===== src/rtl/assert_macros.svh =====
`ifndef ASSERT_MACROS_SVH
`define ASSERT_MACROS_SVH

// Implication checked at every clock edge outside reset.
`define ASSERT_IMPLIES(name, clk, rst, ante, cons) \
   name: assert property (@(posedge clk) disable iff (rst) (ante) |-> (cons)) \
      else $error("assertion failed: implication");

// Invariant checked at every clock edge outside reset.
`define ASSERT_ALWAYS(name, clk, rst, cond) \
   name: assert property (@(posedge clk) disable iff (rst) (cond)) \
      else $error("assertion failed: invariant");

`endif


===== src/rtl/frtpf_ram.sv =====
module frtpf_ram #(
   parameter int WIDTH = 8,
   parameter int DEPTH = 16
) (
   input  logic                                      clock,
   input  logic                                      wr_en,
   input  logic [(DEPTH > 1 ? $clog2(DEPTH) : 1)-1:0] wr_addr,
   input  logic [WIDTH-1:0]                          wr_data,
   input  logic [(DEPTH > 1 ? $clog2(DEPTH) : 1)-1:0] rd_addr,
   output logic [WIDTH-1:0]                          rd_data
);
   logic [WIDTH-1:0] mem_ff [DEPTH];

   always_ff @(posedge clock) begin
      if (wr_en) begin
         mem_ff[wr_addr] <= wr_data;
      end
      rd_data <= mem_ff[rd_addr];
   end
endmodule


===== config.mk =====
export PLATFORM = sky130hd
export DESIGN_NAME = frtpf_ram
export DESIGN_NICKNAME = d
export VERILOG_FILES = /design/src/rtl/assert_macros.svh /design/src/rtl/frtpf_ram.sv
export SDC_FILE = /design/constraint.sdc
export NUM_CORES = 1
export LEC_CHECK = 0
export BUFFER_PORTS_ARGS = -buffer_cell sky130_fd_sc_hd__buf_2
export CORE_MARGIN = 2
export CORE_UTILIZATION = 65
export DETAILED_ROUTE_END_ITERATION = 6
export PLACE_DENSITY = 0.82
export SETUP_SLACK_MARGIN = 0.5
export SYNTH_ARGS = -nofsm -noshare
export SYNTH_HDL_FRONTEND = slang
export SYNTH_SLANG_ARGS = --single-unit

===== constraint.sdc =====
create_clock -name clock -period 4.3 [get_ports clock]
set_clock_uncertainty 0.1 [all_clocks]
set_input_delay 0.86 -clock clock [delete_from_list [all_inputs] [get_ports clock]]
set_output_delay 0.86 -clock clock [all_outputs]
set_load 0.1 [all_outputs]

After elaboration in Yosys (flattened, before gate mapping)
Memory sizes are Yosys's and may differ from the RTL's. A register that Yosys moved wholly into a read port is not among the register bits.
Cells that the tools add are included.
{ "totals": {"n_memories": 1, "register_bits": 0, "output_inout_bits": 8, "ramBits": 128, "wordCells": 3} }
{ "classes": {"n_mux": 2} }
{ "mem_list": {"columns": ["name", "words", "width", "rd", "rd_ports_with_merged_regs", "wr", "line", "rtl"], "rows": [
  ["mem_ff", 16, 8, 1, 1, 1, "frtpf_ram.sv:12", "logic [WIDTH-1:0] mem_ff [DEPTH];"]
]} }
{ "op_table": {"columns": ["cell", "count"], "rows": [
  ["1-bit 2-to-1 mux", 2]
]} }

Depth between registers and ports, before layout
Gate-level depths: netlist (run 1).
{ "depth": {"word_depth": 2, "depth_mapped": 5} }

Worst setup path after synthesis (run 1)
No wires, ideal clock.
{ "synth_timing": {"kind": "input port to flip-flop", "startpoint": "input wr_addr[2] (netlist name)", "endpoint": "memory mem_ff[0][0], enable pin", "cell_stages": 2, "path_buffers": 0, "setup_ps": 383, "arrival_ps": 1970, "setup_slack_ps": 1847, "cell_sequence": "or3b_2 > nor3_1"} }
{ "synth_rtl": {"columns": ["element", "line", "rtl"], "rows": [
  ["start, declared", "frtpf_ram.sv:7", "input logic [(DEPTH > 1 ? $clog2(DEPTH) : 1)-1:0] wr_addr,"],
  ["end, declared", "frtpf_ram.sv:12", null]
]} }
Straight into the memory's write port.

Worst setup path after layout (run 1)
{ "layout_timing": {"startpoint": "input wr_addr[2] (netlist name)", "endpoint": "memory mem_ff[0][7], enable pin"} }
Straight into the memory's write port.

==> results of run 1 <==
[kinds of logic after synthesis]
logic type / share of synthesized area, %
AO/OA/AOI/OAI: 2.33
multiplexers: 15.0
flip-flops: 77.8
AND/OR/NAND/NOR: 3.18
buffers and inverters: 1.68
[layer usage]
layer  GRT usage (%)  part of all wire (%)
met5               0                     0
met4            11.0                   1.3
met1            35.1                    41
met2            37.7                    51
met3            5.80                   7.1
[layout make-up]
cell class	count	area share, %
multi-input combinational	83	18.1
clock inverter	9	1.70
tap	102	2.16
clock buffer	23	7.75
sequential	136	67.9
timing repair buffer	27	2.38
[critical path, delay by kind of cell]
kind	cells	cell delay, ps
buffers and inverters	1	110
AND/OR/NAND/NOR	2	1550
[metrics by stage]
stage / total power, mW / utilization (%) / setup WS, ps / std cells / hold WS, ps
after floorplan: 1.66 / - / 1850 / 229 / 529
after global placement: 1.70 / 69.4 / 1320 / 348 / 550
after detailed placement: 1.71 / 69.4 / 1240 / 348 / 560
after CTS: 3.05 / 76.7 / 1820 / 380 / 572
after global routing: 3.12 / 76.7 / 1770 / 380 / 590
final: 3.04 / 76.7 / 1800 / 380 / 570
[power breakdown]
group          switching [mW]  internal (mW)  leakage [nW]
registers             0.00855           1.48          1.22
clock network           0.504          0.850         0.272
logic                   0.139         0.0534         0.483
[cell usage in the layout (no fill, tap or decap), drive strengths merged]
| master | count |
|---|---|
| clkbuf | 23 |
| bufinv | 2 |
| nand3 | 1 |
| nor2 | 13 |
| nand2b | 2 |
| and2b | 1 |
| edfxtp | 128 |
| mux4 | 32 |
| clkinvlp | 2 |
| nand2 | 9 |
| a22oi | 16 |
| clkinv | 5 |
| nor2b | 1 |
| dfxtp | 8 |
| nor3 | 4 |
| or3b | 1 |
| buf | 27 |
| and2 | 1 |
| nand3b | 2 |
[worst paths after layout]
check                  to  cells after the start
max reg2reg    rd_data[0]                      3
min reg2reg    rd_data[3]                      3
max          mem_ff[0][7]                      3
min            rd_data[3]                      3
[state kept, by name, summed over array words and instances, names as in the netlist]
name,cells
rd_data,8
mem_ff,128
==> flow_metrics.tcl, run 1 <==
set metrics [dict create \
    timing.rr.start "mem_ff[1][0]" \
    clk_latency_ps 510 \
    die_x_um 93.0 \
    regArea_um2 4000 \
    required_ps 4320 \
    postPlaceCellArea_um2 5340 \
    syn_avg_cell_area_um2 22.5 \
    viasPerCell 6.49 \
    gp_congestion 0.796 \
    slew_viol_final 0 \
    wire_per_inst_um 25.1 \
    multi_input_area_um2 1070 \
    cts_sinks 136 \
    overflow 0 \
    cts_buffers 17 \
    initial_core_util_pct 67.0 \
    synth-edff-count 128 \
    synth_seq_cells 136 \
    cpPeakStageDelay_ps 1040 \
    regToRegSetupSlack_ps 2780 \
    cp.arrival_ps 2520 \
    die_h_um 93.0 \
    drc_errors 0 \
    ant_nets 0 \
    synth_top_area_share_pct 74.7 \
    cts_max_level 4 \
    antenna_found_initial 0 \
    yosysSeqAreaShare_pct 77.8 \
    dr_total_vias 2466 \
    crit_slowest_cell "nor3_1" \
    min_path_type "register to register" \
    ctsResizeCount 0 \
    rows 32 \
    cts_tree "done" \
    worstMarginPinSlew_ps 1340 \
    cts_hold_buf 0 \
    setup_tns_ps 0 \
    yosysMostFrequentCell "edfxtp_1" \
    async_reset_ff_share_pct 0 \
    drive_gt1_share_pct 27.3 \
    power.density_nw_per_um2 515 \
    clkTransAtPathRegs_ps 60 \
    clock.fmax_mhz 399 \
    grt_pass1_wl_um 14400 \
    cp_cell_sequence "buf_2, or3b_2, nor3_1" \
    ir_drop_mv 0.322 \
    finalSetupViolations 0 \
    core-area_um2 7690 \
    synth_area_um2 5150 \
    critical_path.max_fanout 8 \
    netlist_top_cells_count "128 x edfxtp_1, 18 x mux4_2, 16 x a22oi_1" \
    synth_nets 247 \
    wirelength_um 9520 \
    startpoint "wr_addr[2]" \
    startpoint_type "input pin" \
    root_buffer "clkbuf_8" \
    critical_path_class "input pin to register" \
    synth_warnings 0 \
    die_area_um2 8650 \
    drt_first_iter_violations 260 \
    outcome "completed" \
    holdCritStartpoint "mem_ff[15][3]" \
    area_growth_pct 14.5 \
    diodes 0 \
    grt_max_degree 33 \
    slew_headroom_pct 9.80 \
    drv_cap 0 \
    ys.flop_type "edfxtp_1" \
    rsz0062_at_grt "no" \
    syn_inst 229 \
    grt_util_all_layers_pct 24.7 \
    yosys.area.top_type "edfxtp_1" \
    dp_hpwl_um 5460 \
    synthTopCellsByArea "edfxtp_1 75%, mux4_2 7.9%, mux4_1 7.1%, dfxtp_1 3.1%, a22oi_1 2.3%" \
    p_leak_nw 1.98 \
    drtPass1Iterations 5 \
    synth_cell_types 19 \
    cts_buffer_depth 2 \
    post-cts-setup-buffers 0 \
    nNetsFinal 283 \
    io_pins 26 \
    numPortBuffers 25 \
    report.final.hold_viol_count 0 \
    first_global_vias 2458 \
    end_kind "register" \
    final_area_um2 5900 \
    fin_crit_sh_pct 58.3 \
    fill_cells 420 \
    min_period_ps 2500 \
]
Note: power is estimated with default switching activity, not from simulation.
==> run 2, diff against run 1 <==
CORE_UTILIZATION = 54   (was 65)
PLACE_DENSITY = 0.72   (was 0.82)
clock period = 2.3 ns   (was 4.3 ns; I/O delays follow)
==> run 2 against run 1 <==
  * Flip-flop and latch count stayed put
  * First-iteration DRC count is 2.3% lower
  * Total power rose by 88%
  * Die area up 19%
  * Global-route usage down 4.4 points
  * Clock-buffer cell count is 6 lower
  * Core utilization fell by 11 points
  * Cell count grew 12%
  * Non-clock buffer count is 19 higher
  * Critical path type is now register to output port
  * Critical endpoint is now rd_data[0]
  * Largest cell class unchanged
  * Highest routed layer unchanged
==> flow_metrics.tcl, run 2 (synthesized netlist as in run 1, its figures left out) <==
set metrics [dict create \
    gp_congestion 0.753 \
    end_kind "output port" \
    overflow 0 \
    io_pins 26 \
    postPlaceCellArea_um2 5520 \
    root_buffer "clkbuf_8" \
    report.final.hold_viol_count 0 \
    path_buf_inv 1 \
    first_global_vias 2436 \
    critical_path.max_fanout 1 \
    busiest_layer "met2" \
    cp_cell_sequence "buf_4" \
    cts_buffers 17 \
    largest-register "mem_ff" \
    core-area_um2 9240 \
    cts_tree "done" \
    startpoint_type "register" \
    dr_total_vias 2439 \
    rows 35 \
    power.density_nw_per_um2 932 \
    grt_pass1_wl_um 14200 \
    ir_drop_mv 0.532 \
    grt_util_all_layers_pct 20.3 \
    cts_buffer_depth 2 \
    numPortBuffers 25 \
    fin_cells 426 \
    p_leak_nw 2.07 \
    layout_commonest_cell "edfxtp_1" \
    post-cts-setup-buffers 0 \
    cts_sinks 136 \
    crit_slowest_cell "dfxtp_1" \
    gr-usage-met1_pct 27.1 \
    cp_top_family "flip-flops" \
    wirelength_um 9320 \
    clkTransAtPathRegs_ps 60 \
    diodes 0 \
    final_cell_mix "128 x edfxtp_1, 28 x buf_4, 18 x mux4_2, 17 x buf_2" \
    drv_cap 0 \
    grt_max_degree 17 \
    finalSetupViolations 0 \
    outcome "completed" \
    dp_hpwl_um 5890 \
    drc_errors 0 \
    critical_path_class "register to output port" \
    fin_crit_sh_pct 76.4 \
    placedCellCount 394 \
    drive_gt1_share_pct 32.3 \
    cts_max_level 4 \
    utilization_pct 66.1 \
    clock.fmax_mhz 569 \
    setup_tns_ps 0 \
    largest_register_ffs 128 \
    antenna_found_initial 1 \
    initial_core_util_pct 55.7 \
    drtPass1Iterations 4 \
    wire_per_inst_um 21.9 \
    nNetsFinal 302 \
    ant_nets 0 \
    area_growth_pct 18.7 \
    slew_headroom_pct 57.8 \
    final_area_um2 6110 \
    largestRegisters "mem_ff: 128 flops, rd_data: 8 flops" \
    cp.arrival_ps 1200 \
    viasPerCell 5.73 \
    worstMarginPinSlew_ps 631 \
    slew_viol_final 0 \
    required_ps 1740 \
    die_h_um 102 \
    globalRouteMet2Util_pct 31.8 \
    min_path_type "input pin to register" \
    cpPeakStageDelay_ps 380 \
    min_period_ps 1760 \
    drt_first_iter_violations 254 \
    clk_latency_ps 510 \
    die_area_um2 10300 \
    die_x_um 102 \
    use_met3_pct 5.73 \
    rsz0062_at_grt "no" \
]
run 2: stage by stage:
step,setup WS [ps],power [mW],hold slack [ps]
6_report,543,5.70,232
5_1_grt,520,5.86,229
4_1_cts,519,5.73,218
3_5_place_dp,263,3.21,557
3_3_place_gp,285,3.21,542
2_1_floorplan,474,3.10,459
run 2: where the power goes:
group	internal [mW]	switching, mW
combinational	0.121	0.260
sequential	2.77	0.0191
clock	1.54	0.987
total	4.43	1.27
run 2: final timing paths:
check	from	end	slack [ps]	cells past startpoint
hold reg to reg	mem_ff[4][0]	rd_data[0]	570	3
setup / recovery	rd_data[0]	rd_data[0]	540	1
setup reg to reg	mem_ff[11][7]	rd_data[7]	820	3
hold / removal	wr_data[1]	mem_ff[14][1]	230	1
run 2: worst reg2reg max path, delay by kind of cell, from the launching register on:
family	cells	cell delay (ps)
compound gates	1	270
simple gates	1	130
mux	1	490
flops	1	370
run 2: timing repair:
item / CTS / global route
setup endpoints to repair: 8 / 0
gates resized for setup: 8 / 0
endpoints found under the hold margin: 0 / 0
hold buffers: 0 / 0
run 2: layout make-up:
| type | count | area (um^2) |
|---|---|---|
| Sequential cell | 136 | 4000 |
| Fill cell | 580 | 3130 |
| Multi-Input combinational cell | 83 | 1060 |
| Clock buffer | 17 | 414 |
| Timing Repair Buffer | 46 | 315 |
| Tap cell | 129 | 161 |
| Clock inverter | 15 | 153 |
run 2: layer usage:
| layer | share of wire (%) | wire length [um] | vias to the layer above |
|---|---|---|---|
| met3 | 6.3 | 590 | 8 |
| met5 | 0 | 0 | - |
| met4 | 1.5 | 136 | 0 |
| met2 | 51 | 4770 | 92 |
| li1 | - | - | 1083 |
| met1 | 41 | 3830 | 1256 |
==> run 3, diff against run 2 <==
CORE_UTILIZATION = 60   (was 54)
PLACE_DENSITY = 0.76   (was 0.72)
clock period = 1.7 ns   (was 2.3 ns; I/O delays follow)
==> run 3 against run 2 <==
  * Clock power is 40% higher
  * First-iteration DRC count is 30% lower
  * Die area is 9.6% lower
  * Combinational power is 71% higher
  * Critical path depth stayed put
==> flow_metrics.tcl, run 3 (synthesized netlist as in run 1, its figures left out) <==
set metrics [dict create \
    regArea_um2 4020 \
    rows 33 \
    critical_path.max_fanout 1 \
    root_buffer "clkbuf_8" \
    setup_tns_ps 0 \
    clock.fmax_mhz 667 \
    critical_path_class "register to output port" \
    die_area_um2 9340 \
    min_path_type "input pin to register" \
    dp_hpwl_um 5800 \
    drive_gt1_share_pct 51.3 \
    initial_core_util_pct 62.3 \
    core-area_um2 8260 \
    placedCellCount 375 \
    final_cell_mix "128 x edfxtp_1, 32 x mux4_2, 21 x buf_4, 17 x buf_2" \
    largest_register_ffs 128 \
    utilization_pct 78.5 \
    cpPeakStageDelay_ps 360 \
    ant_nets 0 \
    area_growth_pct 26.0 \
    p_leak_nw 2.15 \
    r2r_cells 3 \
    cts_tree "done" \
    slew_headroom_pct 31.5 \
    path_buf_inv 1 \
    gp_congestion 0.795 \
    largestRegisters "mem_ff: 128 flops, rd_data: 8 flops" \
    grt_pass1_wl_um 15300 \
    cp.arrival_ps 1060 \
    largest-register "mem_ff" \
    drc_errors 0 \
    cts_sinks 136 \
    outcome "completed" \
    clkTransAtPathRegs_ps 60 \
    overflow 0 \
    antenna_found_initial 0 \
    drtPass1Iterations 4 \
    die_h_um 96.6 \
    viasPerCell 5.96 \
    cp_num_cells 1 \
    cts_hold_buf 0 \
    multi_input_area_um2 1200 \
    rsz0062_at_grt "yes" \
    power.density_nw_per_um2 1230 \
    end_kind "output port" \
    nNetsFinal 310 \
    min_period_ps 1500 \
    cp_top_family "flip-flops" \
    postPlaceCellArea_um2 5680 \
    drt_first_iter_violations 178 \
    clk_latency_ps 510 \
    grt_max_degree 27 \
    slew_viol_final 0 \
    drv_cap 0 \
    cts_buffers 17 \
    ir_drop_mv 0.775 \
    required_ps 1260 \
    cts_buffer_depth 2 \
    holdWs_ps 107 \
    fin_cells 409 \
    layout_commonest_cell "edfxtp_1" \
    fin_crit_sh_pct 88.2 \
    hold_depth 1 \
    die_x_um 96.6 \
    fill_cells 411 \
    io_pins 26 \
    grt_util_all_layers_pct 23.2 \
    wire_per_inst_um 24.2 \
    numPortBuffers 25 \
    diodes 0 \
    startpoint_type "register" \
    wirelength_um 9880 \
    dr_total_vias 2439 \
    worstMarginPinSlew_ps 1020 \
    finalSetupViolations 0 \
    cts_max_level 4 \
    report.final.hold_viol_count 0 \
    final_area_um2 6480 \
    first_global_vias 2606 \
    cp_cell_sequence "buf_12" \
    crit_slowest_cell "dfxtp_2" \
]
run 3: cell types whose count changed in the layout (fill, tap and decap cells not counted), sizes merged:
cell	before	now
buf	46	54
clkinv	5	8
clkinvlp	6	3
inv	2	0
bufinv	2	3
run 3: final cells by class:
class                           count  area share [%]
Clock buffer                       17            6.39
Tap cell                          105            2.03
Sequential cell                   136            61.9
Timing Repair Buffer               54            8.68
Clock inverter                     14            2.45
Multi-Input combinational cell     83            18.5
run 3: final timing paths:
path                      start            end  slack, ps
hold reg to reg   mem_ff[14][3]     rd_data[3]        570
setup / recovery     rd_data[4]     rd_data[4]        200
setup reg to reg   mem_ff[1][4]     rd_data[4]        310
hold / removal       wr_data[7]  mem_ff[13][7]        110
run 3: repair_timing:
item                       4_1_cts  5_1_grt
pin swaps                        4        3
setup endpoints to repair       16       48
gates resized for setup         43        3
buffers inserted                 0        3
run 3: per-layer routing:
metal	part of all wire, %	wire [um]	vias up	GRT usage (%)
met2	53	5190	91	36.1
met3	6.3	623	11	5.42
met5	0	0	-	0
met4	1.4	138	0	9.64
li1	-	-	1086	-
met1	40	3930	1251	32.4
run 3: per-stage QoR:
step | power (mW) | setup slack (ps)
3_5_place_dp | 4.40 | -199
3_3_place_gp | 4.39 | -196
4_1_cts | 7.99 | 187
2_1_floorplan | 4.23 | 157
6_report | 7.97 | 200
5_1_grt | 8.19 | 180
run 3: power by group:
group          total (mW)  internal [mW]  switching, mW
logic               0.650          0.261          0.389
clock network        3.53           2.21           1.32
registers            3.79           3.76         0.0386
total                7.97           6.22           1.75
