<file path="src/rtl/assert_macros.svh">
`ifndef ASSERT_MACROS_SVH
`define ASSERT_MACROS_SVH

// Implication checked at every clock edge outside reset.
`define ASSERT_IMPLIES(name, clk, rst, ante, cons) \
   name: assert property (@(posedge clk) disable iff (rst) (ante) |-> (cons)) \
      else $error("assertion failed: implication");

// Invariant checked at every clock edge outside reset.
`define ASSERT_ALWAYS(name, clk, rst, cond) \
   name: assert property (@(posedge clk) disable iff (rst) (cond)) \
      else $error("assertion failed: invariant");

`endif

</file>
<file path="src/rtl/frtpf_pkg.sv">
package frtpf_pkg;

   localparam int RULE_ENTRIES_DEF  = 256;
   localparam int WATCH_ENTRIES_DEF = 16;

   localparam logic [9:0] TIMEOUT_RESET = 10'd30;

   localparam logic [2:0] OP_PACKET     = 3'd0;
   localparam logic [2:0] OP_ADD        = 3'd1;
   localparam logic [2:0] OP_REMOVE_TAG = 3'd2;
   localparam logic [2:0] OP_DISABLE    = 3'd3;
   localparam logic [2:0] OP_AGE        = 3'd4;
   localparam logic [2:0] OP_WATCH_ADD  = 3'd5;
   localparam logic [2:0] OP_WATCH_DEL  = 3'd6;
   localparam logic [2:0] OP_RENEW      = 3'd7;

   localparam logic [1:0] STS_OK   = 2'd0;
   localparam logic [1:0] STS_DUP  = 2'd1;
   localparam logic [1:0] STS_FULL = 2'd2;
   localparam logic [1:0] STS_MISS = 2'd3;

   localparam logic [1:0] PROTO_TCP = 2'd1;
   localparam logic [1:0] PROTO_UDP = 2'd2;

   localparam logic [1:0] MODE_EXACT = 2'd0;
   localparam logic [1:0] MODE_FIRST = 2'd1;
   localparam logic [1:0] MODE_ANY   = 2'd2;
   localparam logic [1:0] MODE_PERM  = 2'd3;

   localparam int FLAG_ENABLED   = 0;
   localparam int FLAG_PERMANENT = 1;
   localparam int FLAG_FIRST     = 2;
   localparam int FLAG_ANY       = 3;

   typedef struct packed {
      logic [3:0]  flags;
      logic        udp;
      logic [31:0] src_ip;
      logic [31:0] dst_ip;
      logic [15:0] sport;
      logic [15:0] dport;
      logic [31:0] tag;
      logic [31:0] last_seen;
   } rule_entry_type;

   typedef struct packed {
      logic        udp;
      logic [31:0] src_ip;
      logic [31:0] dst_ip;
      logic [15:0] sport;
      logic [15:0] dport;
      logic [1:0]  mode;
      logic [31:0] tag;
      logic [31:0] limit;
   } rule_key_type;

   typedef struct packed {
      logic any_hit;
      logic exact_hit;
      logic first_hit;
      logic dup;
      logic free;
      logic tag_hit;
      logic stale;
      logic renew;
   } rule_hit_type;

   typedef struct packed {
      logic [15:0] port;
      logic [31:0] ip;
   } watch_entry_type;

endpackage

</file>
<file path="src/rtl/frtpf_eval.sv">
module frtpf_eval (
   input  frtpf_pkg::rule_entry_type entry,
   input  frtpf_pkg::rule_key_type   key,
   output frtpf_pkg::rule_hit_type   hit
);
   import frtpf_pkg::*;

   logic        en;
   logic        proto_same;
   logic        addr_same;
   logic        new_any;
   logic        new_first;
   logic        port_same;
   logic [15:0] sport_eff;

   assign en         = entry.flags[FLAG_ENABLED];
   assign proto_same = entry.udp == key.udp;
   assign addr_same  = entry.src_ip == key.src_ip && entry.dst_ip == key.dst_ip &&
                       entry.dport == key.dport;
   assign new_any    = key.mode == MODE_ANY || key.mode == MODE_PERM;
   assign new_first  = key.mode == MODE_FIRST;
   assign sport_eff  = (key.mode == MODE_EXACT) ? key.sport : 16'd0;
   assign port_same  = (entry.flags[FLAG_ANY] && new_any) ||
                       (!new_first && !new_any && entry.sport == sport_eff);

   assign hit.any_hit   = en && proto_same && entry.flags[FLAG_ANY] && addr_same;
   assign hit.exact_hit = en && proto_same && addr_same && entry.sport == key.sport;
   assign hit.first_hit = en && proto_same && entry.flags[FLAG_FIRST] &&
                          entry.sport == 16'd0 && addr_same;
   assign hit.dup       = en && proto_same && addr_same && port_same;
   assign hit.free      = !en;
   assign hit.tag_hit   = en && entry.tag == key.tag;
   // signed compare of the wrapped limit against last-seen
   assign hit.stale     = en && !entry.flags[FLAG_PERMANENT] &&
                          ($signed(key.limit) > $signed(entry.last_seen));
   assign hit.renew     = en && entry.flags[FLAG_FIRST];
endmodule

</file>
<file path="config.mk">
export PLATFORM = sky130hd
export DESIGN_NAME = frtpf_eval
export DESIGN_NICKNAME = d
export VERILOG_FILES = /design/src/rtl/assert_macros.svh /design/src/rtl/frtpf_pkg.sv /design/src/rtl/frtpf_eval.sv
export SDC_FILE = /design/constraint.sdc
export NUM_CORES = 1
export LEC_CHECK = 0
export ABC_AREA = 1
export BUFFER_PORTS_ARGS = -buffer_cell sky130_fd_sc_hd__buf_2
export CAP_MARGIN = 30
export CELL_PAD_IN_SITES_DETAIL_PLACEMENT = 0
export CELL_PAD_IN_SITES_GLOBAL_PLACEMENT = 1
export CORE_AREA = 2 2 131 133
export DETAILED_ROUTE_END_ITERATION = 10
export DIE_AREA = 0 0 133 135
export GPL_TIMING_DRIVEN = 0
export PLACE_DENSITY = 0.82
export SYNTH_ARGS = -nofsm -noshare
export SYNTH_HDL_FRONTEND = slang
export SYNTH_SLANG_ARGS = --single-unit
</file>
<file path="constraint.sdc">
create_clock -name vclk -period 1.7
set_input_delay 0.255 -clock vclk [all_inputs]
set_output_delay 0.255 -clock vclk [all_outputs]
set_load 0.02 [all_outputs]
</file>
== Word-level counts from Yosys, hierarchy flattened ==
Cells that the tools add are included.
Word-level totals
  flip-flop bits (word level): 0
  bits of input ports: 328
  output and inout port bits: 8
  logic and storage cells: 38
Cells by class
  order comparisons: 1
  eq/ne operators: 10
  muxes and demuxes: 1
  reduce and logical (&&, ||, !) cells: 26
Operator list (count)
  $eq 32x32->1: 3
  $eq 16x16->1: 3
  $gt 32x32->1: 1
  $logic_and 1x1->1: 18
  $logic_not 16->1: 1
  $mux 16: 1
  $eq 2x2->1 const B: 2
  $logic_not 1->1: 4
  $eq 2x1->1 const B: 1
  $logic_not 2->1: 1
  $logic_or 1x1->1: 2
  $eq 1x1->1: 1

== Depth between registers and ports, before layout ==
Gate-level depths: netlist of run 1.
  word-level depth: 7
  mapped depth: 15
  depth with buffers taken out: 15

== Worst setup path before layout of run 1 ==
Ideal clock, no wire load.
  kind: input port to output port
  start: input entry[29] (netlist bit)
  end: output hit[1] (netlist bit)
  arrival time: 1439 ps
  data required time: 1445 ps
  setup slack: 6 ps
  cell stages on the path: 11
  path buffers: 0
  path through: inv_1 > ha_1 > a21oi_1 > nor2_1 > nor3b_1 > nand2_1 > nor2_1 > nand2_1 > nand2_1 > nand2_1 > nor2_2
RTL lines
  from (decl): RTL line frtpf_eval.sv:2  | input frtpf_pkg::rule_entry_type entry,
  to (decl): RTL line frtpf_eval.sv:4  | output frtpf_pkg::rule_hit_type hit

==> impl_metrics.env, run 1 <==
export IMPL_required_ns=1.44
export IMPL_rsz0062_at_grt="yes"
export IMPL_yosysWarnings=0
export IMPL_synth_seq_area_share_pct=0
export IMPL_antenna_found_initial=1
export IMPL_min_path_type="in -> out"
export IMPL_ant_nets=0
export IMPL_grt_use_total_pct=14.9
export IMPL_crit_type="in -> out"
export IMPL_grt_pass1_vias=4856
export IMPL_cellPowerDensity_mw_per_mm2=212
export IMPL_hold_viol_final=0
export IMPL_vdd_drop_max_v=0.0000810
export IMPL_dieArea_mm2=0.0180
export IMPL_syn2layout_area_growth_pct=78.8
export IMPL_wl_mm=14.6
export IMPL_timing_final_crit_share_pct=107
export IMPL_grt_max_degree=5
export IMPL_drcViolationCount=0
export IMPL_crit_path_end_kind="output pin"
export IMPL_grt_pass1_wl_mm=21.9
export IMPL_chipHeight_um=135
export IMPL_crit_start="entry[18]"
export IMPL_arrival_ns=1.57
export IMPL_fin_ws_ns=-0.120
export IMPL_max_slew_worst_pin_slew_ns=0.268
export IMPL_n_clock_buffer=0
export IMPL_finalSetupViolCount=3
export IMPL_nFlopsAndLatches=0
export IMPL_drt_first_iter_violations=141
export IMPL_postLayoutCoreUtil_pct=35.2
export IMPL_fmax_mhz=549
export IMPL_fin_setup_tns_ns=-0.159
export IMPL_holdWs_ns=0.834
export IMPL_num_rows=47
export IMPL_status="finished with violations"
export IMPL_cts_hold_buf=0
export IMPL_pin_count=336
export IMPL_dr_pass1_iters=4
export IMPL_synthTopCellsByCount="219 x nand2_1, 199 x inv_1, 62 x nor2_1"
export IMPL_synth_cell_type_count=30
export IMPL_violations="setup timing"
export IMPL_hpwl_mm=13.5
export IMPL_io_buffers=336
export IMPL_dpl_worst_slack_ns=-0.390
export IMPL_start_kind="primary input"
export IMPL_syn_inst=674
export IMPL_ys_top_cells_by_area="nand2_1 25%, inv_1 23%, ha_1 12%, nor2_1 7.2%, o21ai_0 5.0%"
export IMPL_slew_violations=0
export IMPL_critPathCapture="hit[1]"
export IMPL_wire_per_inst_um=11.8
export IMPL_regArea_um2=0
export IMPL_fin_crit_ns=1.82
export IMPL_vias=4986
export IMPL_synth_avg_cell_area_um2=4.80
export IMPL_power_mw=1.22
export IMPL_nets=1377
export IMPL_slew_headroom_pct=82.0
export IMPL_start_util_pct=19.7
export IMPL_synth_fp_nets=1034
export IMPL_synth_area_mm2=0.00323
export IMPL_worst_path_max_fanout=2
export IMPL_globalplace_congestion=0.818
export IMPL_yosysMostFrequentCell="nand2_1"
export IMPL_power_leakage_nw=3.66
export IMPL_grt_overflow=0
export IMPL_yosys_area_top_type="nand2_1"
export IMPL_fp_dieW_um=133
export IMPL_maxCapViolations=0
export IMPL_drive_above_1_share_pct=43.4
export IMPL_coreArea_mm2=0.0164
export IMPL_via_per_inst=4.03
export IMPL_netlist_area_leader_share_pct=25.4
-- layout by cell type (no fill, tap or decap), drive strengths merged --
cell type / instances
buf: 341
nand2: 221
inv: 200
nor2: 68
o21ai: 39
ha: 32
a21oi: 18
o22ai: 14
nand4: 13
xor2: 12
nand3: 10
xnor2: 9
or2: 7
nor3: 7
a22o: 5
a211oi: 4
a221oi: 4
nand3b: 3
nor4: 3
o21a: 2
diode: 1
o221ai: 1
o21bai: 1
nor3b: 1
-- worst max-delay path, stage by stage --
cell,delay [ns]
buf_2,0.10
inv_1,0.04
ha_1,0.28
nand4_1,0.15
nor4_4,0.26
nand2_1,0.11
nand3_1,0.08
nand2_1,0.06
nor2_2,0.10
buf_6,0.13
-- routing by layer --
layer | routed length [um] | vias up | track usage (%)
li1 | - | 2723 | -
met3 | 1220 | 12 | 2.55
met5 | 0 | - | 0
met2 | 7500 | 217 | 30.2
met4 | 271 | 0 | 2.51
met1 | 5590 | 2034 | 16.2
-- power breakdown --
part | total, mW | leakage (nW) | switching (mW) | internal (mW)
combinational | 1.22 | 3.66 | 0.596 | 0.629
sequential | 0 | 0 | 0 | 0
clock | 0.0000000788 | 0.00000634 | 0 | 0.0000000788
-- per-stage QoR --
stage | cell area (um^2) | cells
finish | 5780 | 1236
global placement | 5190 | 1230
CTS | 5540 | 1232
detailed placement | 5190 | 1230
global route | 5780 | 1235
floorplan | 3230 | 674
-- cell families (layout without fill, tap and decap cells) --
kind of cell             after synthesis  in the layout  synth area share [%]
XOR/XNOR                              21             21                  5.69
adder cells (fa/ha/maj)               32             32                  12.4
AND/OR/NAND/NOR                      333            333                  42.7
other                                  0              1                     0
buffers and inverters                200            541                  23.2
AO/OA/AOI/OAI                         88             88                  16.0
-- timing repair --
action,CTS,global route
pin swaps,58,30
setup endpoints to repair,5,6
buffers inserted,2,3
gates resized for setup,87,60
-- layout make-up --
type               count  area (um^2)
fillers             1858        10600
well taps            220          275
repair buffers       341         1890
inverters            200          766
diodes                 1         2.50
multi-input cells    474         2850
-- worst min path at each step --
| stage | depth (start not counted) | startpoint | slack [ns] | endpoint |
|---|---|---|---|---|
| 2_1_floorplan | 1 | entry[161] | 0.56 | hit[3] |
| 3_3_place_gp | 4 | entry[163] | 0.83 | hit[0] |
| 3_5_place_dp | 4 | entry[163] | 0.83 | hit[0] |
| 4_1_cts | 4 | entry[163] | 0.83 | hit[0] |
| 5_1_grt | 4 | entry[164] | 0.86 | hit[7] |
| 6_report | 4 | entry[163] | 0.83 | hit[0] |
No activity file was read; power rests on OpenSTA's default activity.
==> run 2: changes to the inputs <==
- CORE_AREA: 2 2 131 133 -> default
- CORE_MARGIN: default -> 3
- CORE_UTILIZATION: default -> 21
- DIE_AREA: 0 0 133 135 -> default
- PLACE_DENSITY: 0.82 -> 0.87
==> run 2 against run 1 <==
The run still ends with setup timing left; design area grew 1.4%; total power up 3.8%; critical path depth increased by 2; first-iteration DRC count increased by 11%; die area shrank 5.8%; combinational power is 4% higher; sequential share of layout area unchanged; fmax down 0.82%; clock-buffer cell count is the same; wire length is 2.0% higher; global-route usage is 0.28 points lower; largest power group unchanged.
==> impl_metrics.env, run 2 (synthesized netlist as in run 1, its figures left out) <==
export IMPL_multi_input_area_mm2=0.00302
export IMPL_crit_type="in -> out"
export IMPL_min_path_type="in -> out"
export IMPL_n_clock_buffer=0
export IMPL_vdd_drop_max_v=0.0000865
export IMPL_crit_path_end_kind="output pin"
export IMPL_start_kind="primary input"
export IMPL_ant_nets=0
export IMPL_finalNonFillerCells=1198
export IMPL_final_cell_area_mm2=0.00586
export IMPL_fin_crit_ns=1.84
export IMPL_power_mw=1.27
export IMPL_vias=5025
export IMPL_min_to="hit[3]"
export IMPL_diodes=0
export IMPL_rsz0062_at_grt="yes"
export IMPL_worst_path_max_fanout=2
export IMPL_dpl_worst_slack_ns=-0.330
export IMPL_via_per_inst=4.19
export IMPL_dpl_cell_count=1194
export IMPL_wl_mm=14.9
export IMPL_fp_dieW_um=130
export IMPL_min_path_cells=3
export IMPL_max_slew_worst_pin_slew_ns=0.283
export IMPL_layout_commonest_cell="buf_2"
export IMPL_slew_violations=0
export IMPL_io_buffers=336
export IMPL_pin_count=336
export IMPL_hpwl_mm=13.4
export IMPL_grt_overflow=0
export IMPL_dieArea_mm2=0.0169
export IMPL_cts_hold_buf=0
export IMPL_hp_start="entry[161]"
export IMPL_nets=1376
export IMPL_violations="setup timing"
export IMPL_wire_per_inst_um=12.4
export IMPL_arrival_ns=1.58
export IMPL_maxCapViolations=0
export IMPL_cellPowerDensity_mw_per_mm2=217
export IMPL_nFlopsAndLatches=0
export IMPL_drt_first_iter_violations=157
export IMPL_finalSetupViolCount=5
export IMPL_start_util_pct=21.8
export IMPL_drcViolationCount=0
export IMPL_globalplace_congestion=0.884
export IMPL_grt_pass1_wl_mm=20.1
export IMPL_grt_use_total_pct=14.6
export IMPL_antenna_found_initial=0
export IMPL_power_leakage_nw=3.64
export IMPL_grt_max_degree=5
export IMPL_drive_above_1_share_pct=45.2
export IMPL_slew_headroom_pct=81.0
export IMPL_num_rows=44
export IMPL_fmax_mhz=545
export IMPL_coreArea_mm2=0.0148
export IMPL_fin_setup_tns_ns=-0.226
export IMPL_required_ns=1.44
export IMPL_syn2layout_area_growth_pct=81.3
export IMPL_regArea_um2=0
export IMPL_dr_pass1_iters=5
export IMPL_fin_ws_ns=-0.136
export IMPL_mostFrequentLayoutCells="316 x buf_2, 201 x nand2_1, 176 x inv_1"
export IMPL_status="finished with violations"
export IMPL_filler_cell_count=1623
export IMPL_grt_pass1_vias=4467
export IMPL_crit_start="entry[23]"
export IMPL_hold_viol_final=0
export IMPL_timing_final_crit_share_pct=108
export IMPL_chipHeight_um=130
export IMPL_dpl_cell_area_mm2=0.00514
[run 2: changes by cell type in the layout (fill, tap and decap cells not counted), sizes merged]
cell   delta
buf       -1
diode     -1
[run 2: cell type report]
class              instances  area share [%]
inverters                200            13.0
multi-input cells        474            51.6
well taps                184            3.93
repair buffers           340            31.5
[run 2: per-stage QoR]
step | hold slack, ns | util (%)
CTS | 0.823 | 36.5
global placement | 0.824 | 34.7
finish | 0.783 | 39.6
global route | 0.790 | 39.6
detailed placement | 0.823 | 34.7
floorplan | 0.564 | -
[run 2: power by group]
part | total, mW | internal (mW) | leakage [nW] | switching [mW]
clock network | 0 | 0 | 0 | 0
registers | 0 | 0 | 0 | 0
logic | 1.27 | 0.649 | 3.64 | 0.624
[run 2: worst max path at each step]
stage | endpoint | slack, ns
floorplan | hit[1] | 0.006
global placement | hit[1] | -0.32
detailed placement | hit[1] | -0.33
CTS | hit[1] | -0.23
global route | hit[1] | -0.24
finish | hit[1] | -0.14
[run 2: repair_timing]
item | in CTS | in global routing
endpoints found under the setup margin | 5 | 6
pin swaps | 38 | 50
resized for setup | 63 | 94
setup buffers | 4 | 0
cloned | 0 | 0
[run 2: per-layer routing]
layer,vias to the layer above,wire length (um),track usage [%]
met5,-,0,0
met2,218,7730,28.7
met4,0,142,1.71
met3,6,1300,2.13
met1,2085,5690,17.0
li1,2716,-,-
[run 2: worst max-delay path: stages]
cell and delay [ns]:
buf_2 0.10, inv_1 0.08, ha_4 0.21, a21oi_2 0.13
o21a_1 0.18, a21oi_4 0.06, nor2_2 0.13, nand2_1 0.06
nand2_1 0.08, nand2_2 0.06, nor2_2 0.11, buf_6 0.12
==> run 3: changes to the inputs <==
- clock period: 1.7 -> 2.05 ns (I/O delays scaled with it)
==> run 3 against run 2 <==
Clock-buffer cell count is the same; utilization shrank 2.2 points; cell count is 0.17% lower; via count down 0.74%; sequential share of layout area unchanged; wire length decreased by 3.3%; critical path type unchanged; the flow now finishes without violations.
==> impl_metrics.env, run 3 (synthesized netlist as in run 1, its figures left out) <==
export IMPL_vias=4988
export IMPL_min_path_cells=3
export IMPL_diodes=0
export IMPL_num_rows=44
export IMPL_antenna_found_initial=0
export IMPL_syn2layout_area_growth_pct=71.1
export IMPL_dr_pass1_iters=4
export IMPL_globalplace_congestion=0.884
export IMPL_start_util_pct=21.8
export IMPL_slew_violations=0
export IMPL_drive_above_1_share_pct=40.9
export IMPL_nFlopsAndLatches=0
export IMPL_holdWs_ns=0.924
export IMPL_mostFrequentLayoutCells="329 x buf_2, 209 x nand2_1, 189 x inv_1"
export IMPL_cellPowerDensity_mw_per_mm2=176
export IMPL_max_slew_worst_pin_slew_ns=0.329
export IMPL_dpl_cell_area_mm2=0.00514
export IMPL_grt_pass1_wl_mm=19.8
export IMPL_hold_viol_final=0
export IMPL_slew_headroom_pct=77.8
export IMPL_n_clock_buffer=0
export IMPL_postLayoutCoreUtil_pct=37.3
export IMPL_finalSetupViolCount=0
export IMPL_grt_max_degree=5
export IMPL_fp_dieW_um=130
export IMPL_wl_mm=14.4
export IMPL_min_path_type="in -> out"
export IMPL_status="finished clean"
export IMPL_nets=1374
export IMPL_grt_pass1_vias=4449
export IMPL_power_leakage_nw=3.57
export IMPL_io_buffers=336
export IMPL_arrival_ns=1.65
export IMPL_drt_first_iter_violations=157
export IMPL_drcViolationCount=0
export IMPL_coreArea_mm2=0.0148
export IMPL_wire_per_inst_um=12.0
export IMPL_grt_overflow=0
export IMPL_dpl_cell_count=1194
export IMPL_vdd_drop_max_v=0.0000612
export IMPL_maxCapViolations=0
export IMPL_regArea_um2=0
export IMPL_layout_commonest_cell="buf_2"
export IMPL_ant_nets=0
export IMPL_rsz0062_at_grt="yes"
export IMPL_chipHeight_um=130
export IMPL_worst_path_max_fanout=2
export IMPL_finalNonFillerCells=1196
export IMPL_fin_crit_ns=1.96
export IMPL_power_mw=0.972
export IMPL_crit_type="in -> out"
export IMPL_pin_count=336
export IMPL_cts_hold_buf=0
export IMPL_crit_path_end_kind="output pin"
export IMPL_final_cell_area_mm2=0.00553
export IMPL_fmax_mhz=510
export IMPL_via_per_inst=4.17
export IMPL_dieArea_mm2=0.0169
export IMPL_grt_use_total_pct=14.5
export IMPL_hpwl_mm=13.4
export IMPL_timing_final_crit_share_pct=95.6
export IMPL_required_ns=1.74
export IMPL_start_kind="primary input"
-- run 3: repair_timing --
| item | CTS | global route |
|---|---|---|
| pin swaps | 9 | 24 |
| buffers inserted | 2 | 0 |
| endpoints found under the setup margin | 1 | 5 |
| resized for setup | 11 | 65 |
-- run 3: worst max-delay path, stage by stage --
cell and delay, ns:
buf_2 0.07, inv_1 0.05, ha_4 0.28, nand2_4 0.06, nor2_4 0.10, nand2_2 0.09, nor4_4 0.21, nand2_2 0.12
nand2_1 0.08, nand2_1 0.05, nand2_1 0.07, nor2_2 0.04, buf_6 0.12
-- run 3: layer usage --
metal / vias up / track usage (%) / part of all wire (%)
met5: - / 0 / 0
met4: 0 / 1.77 / 0.95
met3: 8 / 2.17 / 8.5
met2: 208 / 28.3 / 51
met1: 2061 / 16.8 / 39
li1: 2711 / - / -
-- run 3: power by group --
group,internal [mW],leakage [nW],total (mW),switching (mW)
registers,0,0,0,0
clock network,0,0,0,0
logic,0.491,3.57,0.972,0.481
-- run 3: per-stage QoR --
stage / TNS [ns] / worst slack (ns)
6_report: 0 / 0.0895
5_1_grt: -0.0113 / -0.00820
4_1_cts: 0 / 0.00106
3_5_place_dp: -0.0854 / -0.0854
3_3_place_gp: -0.0792 / -0.0792
2_1_floorplan: 0 / 0.251
-- run 3: layout make-up --
| type | count | area [um^2] |
|---|---|---|
| fill | 1675 | 9280 |
| inverter | 200 | 751 |
| multi-input combinational | 474 | 2820 |
| tap | 184 | 230 |
| timing repair buffer | 338 | 1730 |
-- run 3: final timing paths --
kind	from	to	slack (ns)
worst max-delay path	entry[27]	hit[1]	0.09
worst min-delay path	entry[161]	hit[3]	0.92
